[config.mk]
export PLATFORM = sky130hd
export DESIGN_NAME = rrr_div
export DESIGN_NICKNAME = d
export VERILOG_FILES = /design/src/sv/rrr_pkg.sv /design/src/sv/rrr_div.sv
export SDC_FILE = /design/constraint.sdc
export NUM_CORES = 1
export LEC_CHECK = 0
export BUFFER_PORTS_ARGS = -buffer_cell sky130_fd_sc_hd__buf_2
export CORE_ASPECT_RATIO = 1.4
export CORE_UTILIZATION = 53
export CTS_CLUSTER_SIZE = 14
export DETAILED_ROUTE_END_ITERATION = 6
export GPL_TIMING_DRIVEN = 0
export PLACE_DENSITY_LB_ADDON = 0.12
export SYNTH_ARGS = -nofsm -noshare
export SYNTH_HDL_FRONTEND = slang
export SYNTH_SLANG_ARGS = --single-unit
[constraint.sdc]
create_clock -name aclk -period 2.21 [get_ports aclk]
set_input_delay 0.442 -clock aclk [delete_from_list [all_inputs] [get_ports aclk]]
set_output_delay 0.442 -clock aclk [all_outputs]
set_load 0.01 [all_outputs]
[src/sv/rrr_pkg.sv]
// Shared constants, binomial table and request type for the RRR rank block.
// No dependencies; every other file imports this package.
package rrr_pkg;

    localparam int RRR_MAX_BLOCKS     = 4096;
    localparam int RRR_MAX_BLOCK_BITS = 15;

    localparam int BLK_W = 15;  // width of a stored pattern
    localparam int OFF_W = 13;  // width of a stored offset
    localparam int CLS_W = 4;   // width of a class
    localparam int POS_W = 16;  // bit position / rank width
    localparam int FAC_W = 7;   // superblock factor width

    localparam logic [1:0] CFG_BLOCK_SIZE   = 2'd0;
    localparam logic [1:0] CFG_SUPER_FACTOR = 2'd1;
    localparam logic [1:0] CFG_TOTAL_BITS   = 2'd2;

    typedef logic [15:0][15:0][OFF_W-1:0] binom_tab_t;

    // Pascal's triangle, evaluated at elaboration only.
    function automatic binom_tab_t make_binom();
        binom_tab_t tab;
        tab = '0;
        for (int n = 0; n < 16; n++) begin
            tab[n][0] = OFF_W'(1);
            for (int k = 1; k <= n; k++) begin
                tab[n][k] = tab[n-1][k-1] + ((k < n) ? tab[n-1][k] : OFF_W'(0));
            end
        end
        return tab;
    endfunction

    localparam binom_tab_t BINOM = make_binom();

    typedef struct packed {
        logic             start;
        logic             decode;  // 1: class/offset to pattern, 0: pattern to offset
        logic [CLS_W-1:0] cls;
        logic [OFF_W-1:0] off;
        logic [BLK_W-1:0] bits;
    } enum_req_t;

endpackage

[src/sv/rrr_div.sv]
// Iterative restoring divider, one quotient bit per cycle.
// Depends on rrr_pkg for widths.
module rrr_div (
    input  logic                       aclk,
    input  logic                       aresetn,
    input  logic                       start,
    input  logic [rrr_pkg::POS_W-1:0]  dividend,
    input  logic [rrr_pkg::FAC_W-1:0]  divisor,
    output logic                       busy,
    output logic [rrr_pkg::POS_W-1:0]  quotient,
    output logic [rrr_pkg::FAC_W-1:0]  remainder
);
    import rrr_pkg::*;

    logic               busy_reg, busy_next;
    logic [4:0]         cnt_reg, cnt_next;
    logic [POS_W-1:0]   q_reg, q_next;
    logic [FAC_W-1:0]   r_reg, r_next;
    logic [FAC_W-1:0]   d_reg, d_next;
    logic [FAC_W:0]     trial;

    always_comb begin
        busy_next = busy_reg;
        cnt_next  = cnt_reg;
        q_next    = q_reg;
        r_next    = r_reg;
        d_next    = d_reg;
        trial     = {r_reg, q_reg[POS_W-1]};
        if (start) begin
            busy_next = 1'b1;
            cnt_next  = 5'(POS_W - 1);
            q_next    = dividend;
            r_next    = '0;
            d_next    = divisor;
        end else if (busy_reg) begin
            if (trial >= {1'b0, d_reg}) begin
                r_next = FAC_W'(trial - {1'b0, d_reg});
                q_next = {q_reg[POS_W-2:0], 1'b1};
            end else begin
                r_next = trial[FAC_W-1:0];
                q_next = {q_reg[POS_W-2:0], 1'b0};
            end
            if (cnt_reg == 5'd0) begin
                busy_next = 1'b0;
            end else begin
                cnt_next = cnt_reg - 5'd1;
            end
        end
    end

    always_ff @(posedge aclk) begin
        if (!aresetn) begin
            busy_reg <= 1'b0;
            cnt_reg  <= '0;
        end else begin
            busy_reg <= busy_next;
            cnt_reg  <= cnt_next;
        end
        q_reg <= q_next;
        r_reg <= r_next;
        d_reg <= d_next;
    end

    assign busy      = busy_reg;
    assign quotient  = q_reg;
    assign remainder = r_reg;

endmodule

==> metrics.log, run 1 <==
INFO  metric synth.distinct_cells = 47
INFO  metric cp.arrival = 2.34 ns
INFO  metric cts_buffer_depth = 2
INFO  metric grt_first_pass_wirelength = 6830 um
INFO  metric hold_path_depth = 1
INFO  metric grt_antenna_before_repair = 0
INFO  metric clkPwrFrac = 0.325
INFO  metric vdd_drop_max = 580 uV
INFO  metric design.core.area = 3610 sq um
INFO  metric layout-drive-gt1-share = 0.361
INFO  metric synth_flop_cell = sky130_fd_sc_hd__edfxtp_1
INFO  metric postLayoutCoreUtil = 0.666
INFO  metric worst-r2r-cell-count = 7
INFO  metric yosys-top-cells-area = sky130_fd_sc_hd__edfxtp_1, sky130_fd_sc_hd__dfxtp_1, sky130_fd_sc_hd__mux2_2, sky130_fd_sc_hd__ha_1, sky130_fd_sc_hd__and3_1
INFO  metric power.density_cell_area = 731 nW/um^2
INFO  metric ys_ff_latch = 36
INFO  metric cts.clk_slew.worst_paths = 0.08 ns
INFO  metric power_switching_share = 0.270
INFO  metric timing.slew.headroom = 0.526
INFO  metric hpwl = 3350 um
INFO  metric syn2layout_area_growth = 20.9%
INFO  metric synth_area_per_inst = 11.4 sq um
INFO  metric synth_warnings = 0
INFO  metric cell_area_synth = 1990 sq um
INFO  metric synth-async-reset-ratio = 0
INFO  metric slew_at_the_pin_with_the_worst_max_slew_slack = 0.711 ns
INFO  metric startpoint_type = flop
INFO  metric pwr-share-comb = 0.206
INFO  metric track_usage = 0.236
INFO  metric layout_commonest_cell = sky130_fd_sc_hd__buf_2
INFO  metric fin_tns_setup = 0 ns
INFO  metric most-common-layout-cells = sky130_fd_sc_hd__buf_2, sky130_fd_sc_hd__edfxtp_1, sky130_fd_sc_hd__mux2_2
INFO  metric core.rowCount = 26
INFO  metric power.sequential.fraction = 0.470
INFO  metric path_cells = inv_1 -> ha_1 -> fa_1 -> nand2b_2 -> a211o_4 -> a31o_1 -> o21ai_1
INFO  metric cp_max_fo = 7
INFO  metric fp.dieW = 53.8 um
INFO  metric max_stage_delay = 0.41 ns
INFO  metric timing.final.crit_share = 0.962
INFO  metric timing.setup.critical_path_class = flop to flop
INFO  metric final_max_slew_viol_count = 0
INFO  metric clock_sinks = 36
INFO  metric postSynthNetCount = 211
INFO  metric clk_latency = 0.29 ns
INFO  metric detail_route.first_pass.iterations = 4
INFO  metric overflow = 0
INFO  metric drt-total-wl = 4360 um
INFO  metric synth_cells = 175
INFO  metric cts_inserted_buffers = 5
INFO  metric drc = 0
INFO  metric largest_net_degree_at_the_start_of_global_routing = 18
INFO  metric antenna-diode-count = 0
INFO  metric max_clock_freq = 470 MHz
INFO  metric final_worst_path_period_need = 2.13 ns
INFO  metric final-hold-violation-count = 0
INFO  metric holdCritPathClass = primary input to flop
INFO  metric cts_htree_levels = 2
INFO  metric outcome = completed
INFO  metric worst_clock_skew = 0.00600 ns
INFO  metric setup_viol = 0
INFO  metric buffer_ports.inserted = 49
INFO  metric number_of_enable_flip_flop_cells_after_synthesis = 23
INFO  metric required_arrival_time_at_the_worst_endpoint = 2.42 ns
INFO  metric drtAntennaViolNets = 0
INFO  metric tritoncts = yes
INFO  metric largest_reg_flops = 16
INFO  metric internal-power = 1.28 mW
INFO  metric cap_viol_max_count = 0
INFO  metric start_util = 0.551
INFO  metric detail_route.vias_per_cell = 5.84
INFO  metric p_switching = 474 uW
INFO  metric dr.first_iter.drc_count = 44
INFO  metric post_drt_wl_per_cell = 15.9 um
INFO  metric setup_repair_after_global_routing_missed_its_margin = no
INFO  metric post-synth-top-area-cell = sky130_fd_sc_hd__edfxtp_1
INFO  metric die-area = 4010 sq um
INFO  metric vias_after_detailed_routing = 1607
INFO  metric ys_seq_area_frac = 0.478
INFO  metric final_net_count = 268
INFO  metric p_leak = 1.08 nW
INFO  metric die-height = 74.5 um
INFO  metric netlist.area_leader.share = 0.347
INFO  metric cts_root_buffer = sky130_fd_sc_hd__clkbuf_8
INFO  metric cp_endpoint_kind = flop
INFO  metric gp_congestion = 0.900
INFO  metric cp_slowest_cell = sky130_fd_sc_hd__fa_1
INFO  metric vias_in_the_first_global_route = 1563
INFO  metric design.portCount = 50
[stage by stage]
stage / instances / setup WS, ns / total power [mW] / cell area [sq um] / hold slack, ns
after global placement: 266 / 0.122 / 1.18 / 2290 / 0.453
after CTS: 274 / 0.0422 / 1.77 / 2400 / 0.316
after detailed placement: 266 / 0.0676 / 1.20 / 2290 / 0.477
after floorplan: 175 / 0.191 / 1.07 / 1990 / 0.435
final: 275 / 0.0843 / 1.76 / 2410 / 0.326
after global routing: 275 / 0.0144 / 1.84 / 2410 / 0.318
[layout make-up]
class / instances / area [sq um]
buffer: 5 / 23.8
clock buffer: 5 / 68.8
clock inverter: 3 / 42.5
fill: 305 / 1200
inverter: 14 / 52.6
multi-input combinational: 120 / 962
sequential: 36 / 951
tap: 42 / 52.6
timing repair buffer: 50 / 253
[worst paths after layout]
check | startpoint | endpoint | slack [ns]
hold reg to reg | cnt_reg[0] | cnt_reg[0] | 0.50
hold / removal | divisor[1] | d_reg[1] | 0.33
setup reg to reg | quotient[15] | remainder[6] | 0.08
setup / recovery | quotient[15] | remainder[6] | 0.08
[cell families (layout without fill, tap and decap cells)]
logic type      count (synthesis)  in the layout  synth area share
compound gates                 40             40             0.163
buf+inv                        19             77            0.0384
xor+xnor                        3              3            0.0132
mux                            17             17            0.0962
simple gates                   50             50             0.145
flops                          36             36             0.478
fa+ha+maj                      10             10            0.0667
[Yosys cell counts (3+ instances only)]
library cell and number:
sky130_fd_sc_hd__edfxtp_1 23, sky130_fd_sc_hd__mux2_2 16, sky130_fd_sc_hd__dfxtp_1 13, sky130_fd_sc_hd__inv_1 12, sky130_fd_sc_hd__and3_1 9, sky130_fd_sc_hd__ha_1 9
sky130_fd_sc_hd__nor3_1 7, sky130_fd_sc_hd__nand2_1 5, sky130_fd_sc_hd__nor2_1 5, sky130_fd_sc_hd__a21oi_1 4, sky130_fd_sc_hd__a41oi_1 4, sky130_fd_sc_hd__nand3_1 4
sky130_fd_sc_hd__nor2b_1 4, sky130_fd_sc_hd__o21ai_0 4, sky130_fd_sc_hd__o31ai_1 4, sky130_fd_sc_hd__a211oi_1 3, sky130_fd_sc_hd__a211oi_2 3, sky130_fd_sc_hd__clkbuf_1 3
sky130_fd_sc_hd__nor3b_1 3, sky130_fd_sc_hd__o311ai_1 3, sky130_fd_sc_hd__or2_1 3, sky130_fd_sc_hd__xnor2_1 3
[worst max-delay path, delay by kind of cell, from the launching register on]
family          cells  cell delay (ns)
buf+inv             1             0.05
compound gates      3             0.78
flops               1             0.36
simple gates        1             0.24
fa+ha+maj           2             0.63
[per-layer routing]
metal | vias to the layer above | track usage | wire length, um
li1 | 781 | - | -
met1 | 765 | 0.267 | 1730
met2 | 52 | 0.421 | 2380
met3 | 9 | 0.0389 | 187
met4 | 0 | 0.102 | 63
met5 | - | 0 | 0
[power groups by stage]
stage               clock (mW)  combinational (mW)  sequential [mW]
detailed placement           0               0.358            0.841
CTS                      0.588               0.359            0.827
finish                   0.571               0.361            0.826
global route             0.606               0.400            0.834
floorplan                    0               0.218            0.853
global placement             0               0.342            0.836
[repair_timing]
action | CTS | global route
setup endpoints to repair | 0 | 6
buffers inserted | 0 | 1
hold buffers | 0 | 0
gates resized for setup | 0 | 0
Note: power is estimated with default switching activity, not from simulation.
==> run 2, diff against run 1 <==
--- a/config.mk
+++ b/config.mk
@@ -11,7 +11,7 @@
 export CTS_CLUSTER_SIZE = 14
 export DETAILED_ROUTE_END_ITERATION = 6
 export GPL_TIMING_DRIVEN = 0
-export PLACE_DENSITY_LB_ADDON = 0.12
+export PLACE_DENSITY = 0.8
 export SYNTH_ARGS = -nofsm -noshare
 export SYNTH_HDL_FRONTEND = slang
 export SYNTH_SLANG_ARGS = --single-unit
==> metrics.log, run 2 (synthesized netlist as in run 1, its figures left out) <==
INFO  metric outcome = completed
INFO  metric path_cells = inv_1 -> ha_1 -> fa_1 -> nand2b_4 -> a211o_4 -> a31o_1 -> o21ai_1
INFO  metric hold_buffer_count_at_cts = 0
INFO  metric start_util = 0.551
INFO  metric vias_in_the_first_global_route = 1520
INFO  metric worst_clock_skew = 0.00253 ns
INFO  metric cp_max_fo = 7
INFO  metric vdd_drop_max = 571 uV
INFO  metric final_worst_path_period_need = 2.05 ns
INFO  metric cp_slowest_cell = sky130_fd_sc_hd__fa_1
INFO  metric track_usage = 0.220
INFO  metric grt_antenna_before_repair = 0
INFO  metric vias_after_detailed_routing = 1589
INFO  metric post-route-cell-area = 2380 sq um
INFO  metric timing.final.crit_share = 0.929
INFO  metric power.density_cell_area = 681 nW/um^2
INFO  metric detail_route.first_pass.iterations = 4
INFO  metric design.portCount = 50
INFO  metric most-common-layout-cells = sky130_fd_sc_hd__buf_2, sky130_fd_sc_hd__edfxtp_1, sky130_fd_sc_hd__mux2_2
INFO  metric buffer_ports.inserted = 49
INFO  metric drc = 0
INFO  metric drt-total-wl = 3910 um
INFO  metric post_drt_wl_per_cell = 14.3 um
INFO  metric drtAntennaViolNets = 0
INFO  metric cts.clk_slew.worst_paths = 0.07 ns
INFO  metric fp.dieW = 53.8 um
INFO  metric cts_htree_levels = 2
INFO  metric max_stage_delay = 0.42 ns
INFO  metric setup_repair_after_global_routing_missed_its_margin = no
INFO  metric syn2layout_area_growth = 19.7%
INFO  metric antenna-diode-count = 0
INFO  metric final-hold-violation-count = 0
INFO  metric final_net_count = 267
INFO  metric clk_latency = 0.29 ns
INFO  metric cts_inserted_buffers = 5
INFO  metric layout-drive-gt1-share = 0.353
INFO  metric cts_root_buffer = sky130_fd_sc_hd__clkbuf_8
INFO  metric design.core.area = 3610 sq um
INFO  metric post-cts-setup-buffers = 0
INFO  metric fin_tns_setup = 0 ns
INFO  metric slew_at_the_pin_with_the_worst_max_slew_slack = 0.710 ns
INFO  metric overflow = 0
INFO  metric hold_path_depth = 1
INFO  metric worst-r2r-cell-count = 7
INFO  metric die-height = 74.5 um
INFO  metric setup_viol = 0
INFO  metric cp.arrival = 2.27 ns
INFO  metric final_max_slew_viol_count = 0
INFO  metric timing.setup.critical_path_class = flop to flop
INFO  metric required_arrival_time_at_the_worst_endpoint = 2.43 ns
INFO  metric core.rowCount = 26
INFO  metric tritoncts = yes
INFO  metric dp_slack = 0.124 ns
INFO  metric cts_buffer_depth = 2
INFO  metric placed_cell_area = 2290 sq um
INFO  metric detail_route.vias_per_cell = 5.80
INFO  metric num-fill-cells = 287
INFO  metric grt_first_pass_wirelength = 6400 um
INFO  metric largest_net_degree_at_the_start_of_global_routing = 18
INFO  metric startpoint_type = flop
INFO  metric timing.slew.headroom = 0.526
INFO  metric cp_endpoint_kind = flop
INFO  metric largest_reg_flops = 16
INFO  metric die-area = 4010 sq um
INFO  metric gp_congestion = 0.936
INFO  metric hpwl = 3020 um
INFO  metric max_clock_freq = 487 MHz
INFO  metric holdCritPathClass = primary input to flop
INFO  metric dr.first_iter.drc_count = 33
INFO  metric layout_commonest_cell = sky130_fd_sc_hd__buf_2
INFO  metric fin_ws = 0.157 ns
INFO  metric p_leak = 1.07 nW
INFO  metric clock_sinks = 36
INFO  metric cap_viol_max_count = 0
[run 2: area by class of cell]
cell class | instances | area [sq um] | area share
timing repair buffer | 49 | 245 | 0.103
clock buffer | 5 | 68.8 | 0.0289
multi-input combinational | 120 | 975 | 0.409
tap | 42 | 52.6 | 0.0221
clock inverter | 3 | 13.8 | 0.00578
inverter | 14 | 52.6 | 0.0221
buffer | 5 | 23.8 | 0.00998
sequential | 36 | 951 | 0.399
[run 2: critical path: cells and delay by family, from the launching register on]
family / cells / cell delay [ns]
buffers and inverters: 1 / 0.06
DFF: 1 / 0.38
AOI/OAI and AO/OA: 3 / 0.72
and+or+nand+nor: 1 / 0.19
adders and majority gates: 2 / 0.64
[run 2: path summary, 6_finish.rpt]
check	startpoint	end	slack (ns)
setup / recovery	quotient[15]	remainder[6]	0.16
hold / removal	divisor[1]	d_reg[1]	0.33
setup reg to reg	quotient[15]	remainder[6]	0.16
hold reg to reg	cnt_reg[0]	cnt_reg[0]	0.47
[run 2: repair_timing]
item	in CTS	in global routing
setup endpoints to repair	0	1
gates resized for setup	0	2
hold endpoints to repair	0	0
[run 2: routing by layer]
layer | wire length (um) | track usage | vias up
met2 | 2090 | 0.396 | 37
met3 | 155 | 0.0491 | 9
met5 | 0 | 0 | -
li1 | - | - | 774
met4 | 99 | 0.0994 | 0
met1 | 1560 | 0.237 | 769
[run 2: through the flow]
| stage | instances | hold slack [ns] | total power, mW | utilization |
|---|---|---|---|---|
| final | 274 | 0.327 | 1.62 | 0.660 |
| after global routing | 274 | 0.311 | 1.71 | 0.660 |
| after CTS | 274 | 0.317 | 1.63 | 0.656 |
| after detailed placement | 266 | 0.466 | 1.19 | 0.633 |
| after global placement | 266 | 0.452 | 1.18 | 0.633 |
| after floorplan | 175 | 0.435 | 1.07 | - |
[run 2: power by group]
| group | switching, mW | total (mW) | internal (mW) |
|---|---|---|---|
| sequential | 0.0366 | 0.824 | 0.787 |
| combinational | 0.193 | 0.356 | 0.163 |
| clock | 0.229 | 0.442 | 0.214 |
| total | 0.459 | 1.62 | 1.16 |
