## config.mk

```make
export PLATFORM = sky130hd
export DESIGN_NAME = rrr_enum
export DESIGN_NICKNAME = d
export VERILOG_FILES = /design/src/sv/rrr_pkg.sv /design/src/sv/rrr_enum.sv
export SDC_FILE = /design/constraint.sdc
export NUM_CORES = 1
export LEC_CHECK = 0
export ABC_CLOCK_PERIOD_IN_PS = 6140
export BUFFER_PORTS_ARGS = -buffer_cell sky130_fd_sc_hd__buf_2
export CORE_AREA = 2 2 145 147
export CTS_BUF_LIST = sky130_fd_sc_hd__clkbuf_2 sky130_fd_sc_hd__clkbuf_4 sky130_fd_sc_hd__clkbuf_8
export CTS_CLUSTER_SIZE = 25
export DETAILED_ROUTE_END_ITERATION = 8
export DIE_AREA = 0 0 147 149
export HOLD_SLACK_MARGIN = 0.03
export PLACE_DENSITY_LB_ADDON = 0.2
export SLEW_MARGIN = 20
export SYNTH_ARGS = -nofsm -noshare
export SYNTH_HDL_FRONTEND = slang
export SYNTH_SLANG_ARGS = --single-unit
```

## constraint.sdc

```tcl
create_clock -name aclk -period 6.14 [get_ports aclk]
set_clock_uncertainty 0.2 [all_clocks]
set_input_delay 0.614 -clock aclk [delete_from_list [all_inputs] [get_ports aclk]]
set_output_delay 0.614 -clock aclk [all_outputs]
set_load 0.005 [all_outputs]
```

## src/sv/rrr_pkg.sv

```systemverilog
// Shared constants, binomial table and request type for the RRR rank block.
// No dependencies; every other file imports this package.
package rrr_pkg;

    localparam int RRR_MAX_BLOCKS     = 4096;
    localparam int RRR_MAX_BLOCK_BITS = 15;

    localparam int BLK_W = 15;  // width of a stored pattern
    localparam int OFF_W = 13;  // width of a stored offset
    localparam int CLS_W = 4;   // width of a class
    localparam int POS_W = 16;  // bit position / rank width
    localparam int FAC_W = 7;   // superblock factor width

    localparam logic [1:0] CFG_BLOCK_SIZE   = 2'd0;
    localparam logic [1:0] CFG_SUPER_FACTOR = 2'd1;
    localparam logic [1:0] CFG_TOTAL_BITS   = 2'd2;

    typedef logic [15:0][15:0][OFF_W-1:0] binom_tab_t;

    // Pascal's triangle, evaluated at elaboration only.
    function automatic binom_tab_t make_binom();
        binom_tab_t tab;
        tab = '0;
        for (int n = 0; n < 16; n++) begin
            tab[n][0] = OFF_W'(1);
            for (int k = 1; k <= n; k++) begin
                tab[n][k] = tab[n-1][k-1] + ((k < n) ? tab[n-1][k] : OFF_W'(0));
            end
        end
        return tab;
    endfunction

    localparam binom_tab_t BINOM = make_binom();

    typedef struct packed {
        logic             start;
        logic             decode;  // 1: class/offset to pattern, 0: pattern to offset
        logic [CLS_W-1:0] cls;
        logic [OFF_W-1:0] off;
        logic [BLK_W-1:0] bits;
    } enum_req_t;

endpackage

```

## src/sv/rrr_enum.sv

```systemverilog
// Enumerative coder: pattern to offset within its class, or back, one bit a cycle.
// Depends on rrr_pkg for the binomial table and request struct.
module rrr_enum #(
    parameter int MAX_BLOCK_BITS = rrr_pkg::RRR_MAX_BLOCK_BITS
) (
    input  logic                       aclk,
    input  logic                       aresetn,
    input  rrr_pkg::enum_req_t         req,
    output logic                       busy,
    output logic [rrr_pkg::OFF_W-1:0]  off_out,
    output logic [rrr_pkg::BLK_W-1:0]  bits_out
);
    import rrr_pkg::*;

    logic               busy_reg, busy_next;
    logic               dec_reg, dec_next;
    logic [3:0]         p_reg, p_next;
    logic [CLS_W-1:0]   r_reg, r_next;
    logic [OFF_W-1:0]   off_reg, off_next;
    logic [BLK_W-1:0]   bits_reg, bits_next;
    logic [OFF_W-1:0]   coef;

    always_comb begin
        busy_next = busy_reg;
        dec_next  = dec_reg;
        p_next    = p_reg;
        r_next    = r_reg;
        off_next  = off_reg;
        bits_next = bits_reg;
        coef      = BINOM[p_reg][r_reg];
        if (req.start) begin
            busy_next = 1'b1;
            dec_next  = req.decode;
            p_next    = 4'(MAX_BLOCK_BITS - 1);
            if (req.decode) begin
                r_next    = req.cls;
                off_next  = req.off;
                bits_next = '0;
            end else begin
                r_next    = CLS_W'($countones(req.bits));
                off_next  = '0;
                bits_next = req.bits;
            end
        end else if (busy_reg) begin
            if (dec_reg) begin
                if (r_reg != '0 && off_reg >= coef) begin
                    bits_next[p_reg] = 1'b1;
                    off_next         = off_reg - coef;
                    r_next           = r_reg - CLS_W'(1);
                end
            end else if (bits_reg[p_reg]) begin
                off_next = off_reg + coef;
                r_next   = r_reg - CLS_W'(1);
            end
            if (p_reg == 4'd0) begin
                busy_next = 1'b0;
            end else begin
                p_next = p_reg - 4'd1;
            end
        end
    end

    always_ff @(posedge aclk) begin
        if (!aresetn) begin
            busy_reg <= 1'b0;
        end else begin
            busy_reg <= busy_next;
        end
        dec_reg  <= dec_next;
        p_reg    <= p_next;
        r_reg    <= r_next;
        off_reg  <= off_next;
        bits_reg <= bits_next;
    end

    assign busy     = busy_reg;
    assign off_out  = off_reg;
    assign bits_out = bits_reg;

endmodule

```

==> flow_summary.toml, run 1 <==
[detailed_routing]
wl_met3_um = 812
drt_iter0_markers = 451
vias = 5715
detail-route-antenna-nets = 0
drt_first_pass_iters = 4
drcViolationCount = 0
drt-met1-wl_mm = 9.60
viasPerCell = 5.30
wl_met2_mm = 9.25
wl_per_cell_um = 18.6
dr.max_layer_used = "met4"
routed_wl_mm = 20.0

[cells_and_area]
fin_nets = 890
layout-drive-gt1-share_pct = 17.2
multi_input_area_um2 = 4020
stdcell_count = 1078
fillers = 2139
areaGrowthSynthToFinish_pct = 10.0
final_core_util_pct = 37.3
seqCellArea_um2 = 2470
antenna_cells = 0

[cts]
cts.sinks = 107
cts_tree = "done"
hold_buffers = 0
cts_root_buffer = "clkbuf_8"
post_cts_buffers = 0
cts_max_path_buffers = 2
htreeDepth = 3
cts.clk_slew.worst_paths_ns = 0.12
cts_inserted_buffers = 9
cts_resized = 0
insertion_delay_ns = 0.40

[floorplanning]
core_area_um2 = 20600
die_h_um = 149
die_area_um2 = 21900
ios = 65
start_util_pct = 33.9
die_width_um = 147
num_rows = 53

[setup_path]
cp.arrival_ns = 4.72
required_ns = 5.95
critical_path.cell_chain = "buf_4 -> clkinv_1 -> o21ai_0 -> a31oi_1 -> o21ai_0 -> o211ai_1 -> ha_1 -> nand3_1 -> a31oi_1 -> o2111ai_1 -> a31oi_2 -> buf_4 -> o21bai_2"
crit_slowest_cell = "clkinv_1"
crit_path_start_kind = "flip-flop"
worst-path-max-fanout = 41
slowest_delay_ns = 0.57
criticalPathCategory = "reg2reg"
cp-end-kind = "flip-flop"

[synthesis]
synth.avg_cell_area_um2 = 9.14
ys_seq_area_share_pct = 35.5
ys_seq_elements = 107
synth_top_area_cell = "dfxtp_1"
async_flop_share_pct = 0
synth_top_cell_area_share_pct = 21.2
synth_cells = 763
syn-cell-area_um2 = 6970
yosysWarnings = 0
synth_area_leaders = "dfxtp_1 (21%), edfxtp_1 (14%), ha_1 (7.9%)"
synth_flop_cell = "dfxtp_1"
synth_edf_count = 33
synthesis.nets = 855
synth_cell_type_count = 84

[global_route]
first_global_vias = 5530
grt_usage_pct = 18.4
grt_overflow = 0
grt_pass1_wl_mm = 31.4
antenna_found_initial = 0
grt_max_degree = 44

[placement]
portBuffers = 64
gp_congestion = 0.923
dp.cells = 1061
place_ws_ns = 1.25
dpl.hpwl_mm = 14.6

[worst_hold_path]
hp-class = "in2reg"

[timing]
fin_crit_ns = 4.91
fmax_mhz = 204
setup_tns_ns = 0
whs_ns = 0.278
tightest_slew_ns = 1.02
setup_slack_ns = 1.23
drv_slew = 0
fin_crit_sh_pct = 79.9
relSlewSlack_pct = 31.9
hold_viol_final = 0
rsz0062_at_grt = "no"
setup_viol = 0

[run]
drv_cap = 0

[pwr]
pwr_density_cell_nw_per_um2 = 534
irDropWorstVdd_v = 0.000180
p_leak_nw = 3.17

[run_status]
status = "finished, final reports clean"
cell usage after synthesis, types with 11 or more instances:
cell type	count
fa_1	12
edfxtp_1	33
ha_1	44
mux4_2	13
inv_1	52
a21oi_1	66
nor2b_1	15
nand2b_1	12
or3_1	13
nand2_1	59
a31oi_1	15
dfxtp_1	74
nand3_1	11
o21ai_0	52
mux2i_1	13
buf_2	17
clkbuf_1	17
nor2_1	64
worst max-delay path, delay by kind of cell, from the launching register on:
family / cells / cell delay [ns]
buffers and inverters: 3 / 1.27
and+or+nand+nor: 1 / 0.09
DFF: 1 / 0.34
AOI/OAI and AO/OA: 8 / 2.19
adders and majority gates: 1 / 0.41
cell type report:
type / instances / share of cell area (%)
Clock buffer: 9 / 1.62
Sequential cell: 107 / 32.2
Timing Repair Buffer: 73 / 5.16
Inverter: 57 / 2.84
Multi-Input combinational cell: 550 / 52.4
Clock inverter: 7 / 1.31
Tap cell: 275 / 4.49
final timing paths:
kind,end,cells past startpoint,start,slack (ns)
worst max-delay path,r_reg[2]$_DFFE_PP_,13,r_reg[0]$_DFFE_PP_,1.23
worst min-delay path,busy$_SDFF_PN0_,2,aresetn,0.28
worst max register to register,r_reg[2]$_DFFE_PP_,13,r_reg[0]$_DFFE_PP_,1.23
worst min register to register,p_reg[2]$_SDFFE_PP1P_,3,busy$_SDFF_PN0_,0.46
cells by family after synthesis:
group	share of synthesized area, %
and+or+nand+nor	15.4
AOI/OAI and AO/OA	21.7
buffers and inverters	7.09
muxes	7.36
adders and majority gates	11.3
DFF	35.5
xor gates and xnor gates	1.62
metal layers:
layer / GRT usage, % / up-vias
met4: 5.53 / 0
li1: - / 2792
met5: 0 / -
met1: 26.2 / 2731
met2: 29.0 / 166
met3: 3.06 / 26
metrics by stage:
step,instance area [um2],total power [mW]
global placement,7430,3.59
detailed placement,7430,3.58
finish,7670,4.09
floorplan,6970,2.97
CTS,7650,4.08
global route,7670,4.43
power by group:
group          switching, mW  internal [mW]
combinational           1.43           1.06
clock                  0.292          0.204
sequential             0.159          0.943
total                   1.88           2.21
layout by cell type, fill, tap and decap left out, types with 7 or more instances in the layout:
cell type / netlist / final
o21ai_0: 52 / 52
dfxtp_1: 74 / 74
nor2_1: 64 / 64
ha_1: 44 / 44
a211oi_1: 8 / 8
nor2b_1: 15 / 15
or3_1: 13 / 13
nand2_1: 59 / 59
inv_1: 52 / 52
nand2b_1: 12 / 12
edfxtp_1: 33 / 33
a21o_1: 10 / 10
mux4_2: 13 / 13
buf_4: 4 / 8
xnor2_1: 10 / 10
fa_1: 12 / 12
nand3_1: 11 / 11
clkbuf_8: 0 / 9
mux2_2: 8 / 8
and2_1: 7 / 7
a21oi_1: 66 / 66
mux2i_1: 13 / 13
o22ai_1: 9 / 9
buf_2: 17 / 64
nor3_1: 9 / 9
a31oi_1: 15 / 14
(Power assumes the default switching activity.)
==> inputs of run 2 (changes only) <==
--- a/config.mk
+++ b/config.mk
@@ -5,7 +5,7 @@
 export SDC_FILE = /design/constraint.sdc
 export NUM_CORES = 1
 export LEC_CHECK = 0
-export ABC_CLOCK_PERIOD_IN_PS = 6140
+export ABC_CLOCK_PERIOD_IN_PS = 4910
 export BUFFER_PORTS_ARGS = -buffer_cell sky130_fd_sc_hd__buf_2
 export CORE_AREA = 2 2 145 147
 export CTS_BUF_LIST = sky130_fd_sc_hd__clkbuf_2 sky130_fd_sc_hd__clkbuf_4 sky130_fd_sc_hd__clkbuf_8
==> constraint.sdc (replaced) <==
create_clock -name aclk -period 4.91 [get_ports aclk]
set_clock_uncertainty 0.2 [all_clocks]
set_input_delay 0.491 -clock aclk [delete_from_list [all_inputs] [get_ports aclk]]
set_output_delay 0.491 -clock aclk [all_outputs]
set_load 0.005 [all_outputs]
==> run 2 against run 1 <==
Register-to-register slack got worse by 0.41 ns. Maximum frequency rose by 20%. Non-clock buffer count rose by 7. Worst setup slack got worse by 0.41 ns. Critical path depth is 2 lower. First-iteration DRC count grew 3.8%. Die area is the same. Count of clock-buffer cells in the layout rose by 1. Critical endpoint is now off_out[12]$_DFFE_PP_. Largest cell class unchanged.
==> flow_summary.toml, run 2 (same netlist as run 1, synthesis figures left out) <==
[worst_hold_path]
min_delay_worst_endpoint = "busy$_SDFF_PN0_"
hp-class = "in2reg"
holdPathStages = 2
hold_start = "aresetn"

[cts]
cts_resized = 0
hold_buffers = 0
htreeDepth = 3
cts_max_path_buffers = 2
post_cts_buffers = 0
cts.sinks = 107
cts_root_buffer = "clkbuf_8"
cts.clk_slew.worst_paths_ns = 0.10
insertion_delay_ns = 0.40
cts_inserted_buffers = 9
cts_tree = "done"

[timing]
setup_slack_ns = 0.817
tightest_slew_ns = 1.01
setup_tns_ns = 0
rsz0062_at_grt = "no"
setup_viol = 0
hold_viol_final = 0
fmax_mhz = 244
drv_slew = 0
relSlewSlack_pct = 32.6
fin_crit_ns = 4.09
fin_crit_sh_pct = 83.4

[detailed_routing]
drt_first_pass_iters = 5
wl_per_cell_um = 18.6
vias = 5802
drcViolationCount = 0
viasPerCell = 5.35
drt_iter0_markers = 468
detail-route-antenna-nets = 0
routed_wl_mm = 20.2

[floorplanning]
die_h_um = 149
ios = 65
die_area_um2 = 21900
num_rows = 53
die_width_um = 147
start_util_pct = 33.9
core_area_um2 = 20600

[setup_path]
criticalPathCategory = "reg2reg"
rr_worst_depth = 11
cp.arrival_ns = 4.15
r2r_end = "off_out[12]$_DFFE_PP_"
crit_path_start_kind = "flip-flop"
worst-path-max-fanout = 33
r2r_slack_ns = 0.82
required_ns = 4.96
cp-end-kind = "flip-flop"
reg2reg_from = "r_reg[0]$_DFFE_PP_"

[placement]
place_ws_ns = 0.590
dpl.hpwl_mm = 15.0
portBuffers = 64
gp_congestion = 0.856

[cells_and_area]
areaGrowthSynthToFinish_pct = 10.6
final_cell_mix = "dfxtp_1 (74), a21oi_1 (66), nor2_1 (64), buf_2 (64), nand2_1 (59)"
final_core_util_pct = 37.5
fin_nets = 897
antenna_cells = 0
layout-drive-gt1-share_pct = 17.9
final_common_cell = "dfxtp_1"

[pwr]
irDropWorstVdd_v = 0.000200
p_leak_nw = 3.20
pwr_density_cell_nw_per_um2 = 666

[run]
drv_cap = 0

[global_route]
first_global_vias = 5703
grt_pass1_wl_mm = 32.1
grt_usage_pct = 18.8
grt_overflow = 0
antenna_found_initial = 0
grt_max_degree = 35

[run_status]
status = "finished, final reports clean"
## run 2: layout make-up
class	instances	area (um2)
multi-input cells	550	4020
clock buffers	10	138
flip-flops and latches	107	2470
fillers	2146	12800
repair buffers	80	453
clock inverters	6	67.6
well taps	275	344
inverters	57	218
## run 2: critical path, stage by stage (launching register included)
cell and delay (ns):
edfxtp_1 0.39, buf_4 0.38, mux4_2 0.55, mux4_2 0.51, ha_1 0.24, fa_1 0.39
or2b_1 0.27, a21o_1 0.19, a21oi_1 0.24, o21ai_0 0.18, o2bb2a_1 0.32, nand3b_1 0.10
## run 2: worst max-delay path by stage
stage | from | to | slack, ns | depth (start not counted)
after global placement | req[0] | r_reg[3]$_DFFE_PP_ | 0.62 | 12
after detailed placement | req[0] | r_reg[2]$_DFFE_PP_ | 0.59 | 12
after global routing | r_reg[0]$_DFFE_PP_ | r_reg[1]$_DFFE_PP_ | 0.52 | 12
final | r_reg[0]$_DFFE_PP_ | off_out[12]$_DFFE_PP_ | 0.82 | 11
after floorplan | r_reg[1]$_DFFE_PP_ | off_out[0]$_DFFE_PP_ | 0.38 | 12
after CTS | r_reg[0]$_DFFE_PP_ | r_reg[3]$_DFFE_PP_ | 0.80 | 11
## run 2: through the flow
step / std cells / area, um2 / hold slack [ns] / total power [mW]
detailed placement: 1069 / 7500 / 0.401 / 4.55
finish: 1085 / 7710 / 0.163 / 5.14
global route: 1085 / 7710 / 0.161 / 5.56
CTS: 1085 / 7710 / 0.144 / 5.13
global placement: 1069 / 7500 / 0.388 / 4.56
floorplan: 763 / 6970 / 0.352 / 3.72
## run 2: layer usage
metal	wire [um]	vias to the layer above	track usage, %
met1	9700	2820	26.4
met2	9430	149	30.3
met3	739	22	2.29
met4	367	0	5.87
met5	0	-	0
li1	-	2811	-
## run 2: power breakdown
part | total, mW | internal, mW | switching, mW
combinational | 3.20 | 1.36 | 1.83
sequential | 1.36 | 1.18 | 0.182
clock | 0.578 | 0.215 | 0.363
==> inputs of run 3 (changes only) <==
--- a/config.mk
+++ b/config.mk
@@ -5,7 +5,7 @@
 export SDC_FILE = /design/constraint.sdc
 export NUM_CORES = 1
 export LEC_CHECK = 0
-export ABC_CLOCK_PERIOD_IN_PS = 4910
+export ABC_CLOCK_PERIOD_IN_PS = 3600
 export BUFFER_PORTS_ARGS = -buffer_cell sky130_fd_sc_hd__buf_2
 export CORE_AREA = 2 2 145 147
 export CTS_BUF_LIST = sky130_fd_sc_hd__clkbuf_2 sky130_fd_sc_hd__clkbuf_4 sky130_fd_sc_hd__clkbuf_8
==> constraint.sdc (replaced) <==
create_clock -name aclk -period 3.6 [get_ports aclk]
set_clock_uncertainty 0.2 [all_clocks]
set_input_delay 0.36 -clock aclk [delete_from_list [all_inputs] [get_ports aclk]]
set_output_delay 0.36 -clock aclk [all_outputs]
set_load 0.005 [all_outputs]
==> run 3 against run 2 <==
The flow now finishes with violations (setup timing). Count of clock-buffer cells in the layout down 1. Register-to-register slack worse by 0.87 ns. Global-route usage up 0.47 points. Sequential share of layout area down 4.9 points. Critical path depth up 4. Sequential power up 37%. Clock power up 37%. Critical endpoint unchanged. Highest routed layer unchanged.
==> flow_summary.toml, run 3 (same netlist as run 1, synthesis figures left out) <==
[run]
drv_cap = 0

[floorplanning]
die_width_um = 147
core_area_um2 = 20600
start_util_pct = 33.9
die_area_um2 = 21900
num_rows = 53
die_h_um = 149
ios = 65

[detailed_routing]
viasPerCell = 5.21
drt_first_pass_iters = 5
wl_per_cell_um = 18.1
drt_iter0_markers = 383
routed_wl_mm = 21.5
detail-route-antenna-nets = 0
drcViolationCount = 0
vias = 6215

[run_status]
failed_checks = "setup timing"
status = "complete, but fails checks"

[timing]
setup_viol = 6
relSlewSlack_pct = 61.4
tightest_slew_ns = 0.579
hold_viol_final = 0
setup_slack_ns = -0.0514
drv_slew = 0
fmax_mhz = 274
fin_crit_ns = 3.65
rsz0062_at_grt = "yes"
fin_crit_sh_pct = 101

[cts]
cts_max_path_buffers = 2
cts_inserted_buffers = 9
cts.sinks = 107
cts_tree = "done"
insertion_delay_ns = 0.41
cts_root_buffer = "clkbuf_8"
htreeDepth = 3
cts.clk_slew.worst_paths_ns = 0.12

[cells_and_area]
final_cell_mix = "buf_4 (98), dfxtp_1 (74), a21oi_1 (61), buf_2 (60)"
final_common_cell = "buf_4"
fin_nets = 1004
areaGrowthSynthToFinish_pct = 30.5
fillers = 2012
antenna_cells = 0
stdcell_count = 1192
layout-drive-gt1-share_pct = 33.9

[placement]
gp_congestion = 0.849
dpl.hpwl_mm = 15.7
dp.cells = 1140
portBuffers = 64

[setup_path]
cp_num_buf_inv = 4
cp-end-kind = "flip-flop"
crit_top_cell = "buf_4"
crit_slowest_cell = "mux4_2"
cp.arrival_ns = 3.62
critical_path.cell_chain = "buf_6 -> clkinvlp_4 -> buf_4 -> nand2_1 -> a31oi_2 -> mux4_2 -> buf_4 -> ha_4 -> fa_2 -> nand2b_4 -> a2111oi_4 -> o31ai_4 -> a221oi_2 -> o2111ai_1 -> nand3b_1"
crit_path_start_kind = "flip-flop"
required_ns = 3.57
slowest_delay_ns = 0.55
criticalPathCategory = "reg2reg"
r2r_slack_ns = -0.05
path_delay_family = "compound AO/OA/AOI/OAI gates"
worst-path-max-fanout = 5

[pwr]
total_power_mw = 9.01
pwr_density_cell_nw_per_um2 = 991
irDropWorstVdd_v = 0.000314
p_leak_nw = 3.79

[global_route]
grt_pass1_wl_mm = 33.0
antenna_found_initial = 0
grt_usage_pct = 19.2
grt_max_degree = 29
first_global_vias = 6026
grt_overflow = 0

[worst_hold_path]
hp-class = "in2reg"
run 3: cell types whose count changed in the layout (fill, tap and decap cells not counted), moves of 6 or more:
cell | before | now
buf_4 | 15 | 98
buf_6 | 0 | 10
dlygate4sd3_1 | 0 | 9
ha_1 | 44 | 36
ha_4 | 0 | 6
inv_1 | 52 | 44
nor2_1 | 64 | 58
nor2b_1 | 15 | 8
nor2b_2 | 1 | 7
o21ai_0 | 52 | 40
o21ai_1 | 4 | 13
run 3: cell type report:
type,instances,area (um2),share of cell area (%)
Inverter,57,239,2.63
Multi-Input combinational cell,550,4410,48.5
Timing Repair inverter,1,7.51,0.0825
Tap cell,275,344,3.78
Clock buffer,9,124,1.36
Timing Repair Buffer,186,1410,15.5
Sequential cell,107,2470,27.2
Clock inverter,7,81.3,0.894
run 3: routing by layer:
layer	part of all wire (%)	routed length (um)	GRT usage [%]
met2	48	10200	31.4
met1	46	9980	26.5
met5	0	0	0
met4	2.6	568	7.07
met3	3.5	745	2.02
run 3: timing repair:
action,in CTS,in global routing
pin swaps,31,34
hold endpoints to repair,9,0
endpoints found under the setup margin,41,45
setup buffers,14,10
hold buffers,9,0
resized for setup,45,59
gates cloned,0,3
run 3: worst paths after layout:
check | depth (start not counted) | startpoint | to
min reg2reg | 3 | busy$_SDFF_PN0_ | p_reg[2]$_SDFFE_PP1P_
min | 3 | req[17] | off_out[2]$_DFFE_PP_
max reg2reg | 15 | r_reg[1]$_DFFE_PP_ | off_out[12]$_DFFE_PP_
max | 15 | r_reg[1]$_DFFE_PP_ | off_out[12]$_DFFE_PP_
run 3: per-stage QoR:
stage | hold WS, ns | worst slack [ns] | instance area, um2 | utilization [%] | setup TNS, ns
after floorplan | 0.259 | -0.267 | 7100 | - | -0.547
after global placement | 0.402 | -0.519 | 8150 | 39.7 | -3.81
after detailed placement | 0.408 | -0.547 | 8150 | 39.7 | -5.05
after CTS | 0.0373 | -0.0849 | 8740 | 42.5 | -0.357
after global routing | 0.0689 | -0.171 | 9100 | 44.2 | -2.61
final | 0.0579 | -0.0514 | 9100 | 44.2 | -0.165
run 3: power breakdown:
| group | switching [mW] | total (mW) | internal, mW | leakage (nW) |
|---|---|---|---|---|
| clock | 0.508 | 0.794 | 0.287 | 0.105 |
| sequential | 0.251 | 1.86 | 1.61 | 0.944 |
| combinational | 3.18 | 6.36 | 3.18 | 2.74 |
run 3: worst reg2reg max path, delay by kind of cell (launching register included):
family | cells | cell delay [ns]
buffers and inverters | 4 | 0.68
AND/OR/NAND/NOR | 3 | 0.25
flip-flops | 1 | 0.43
multiplexers | 1 | 0.55
AO/OA/AOI/OAI | 5 | 0.78
adder cells (fa/ha/maj) | 2 | 0.53
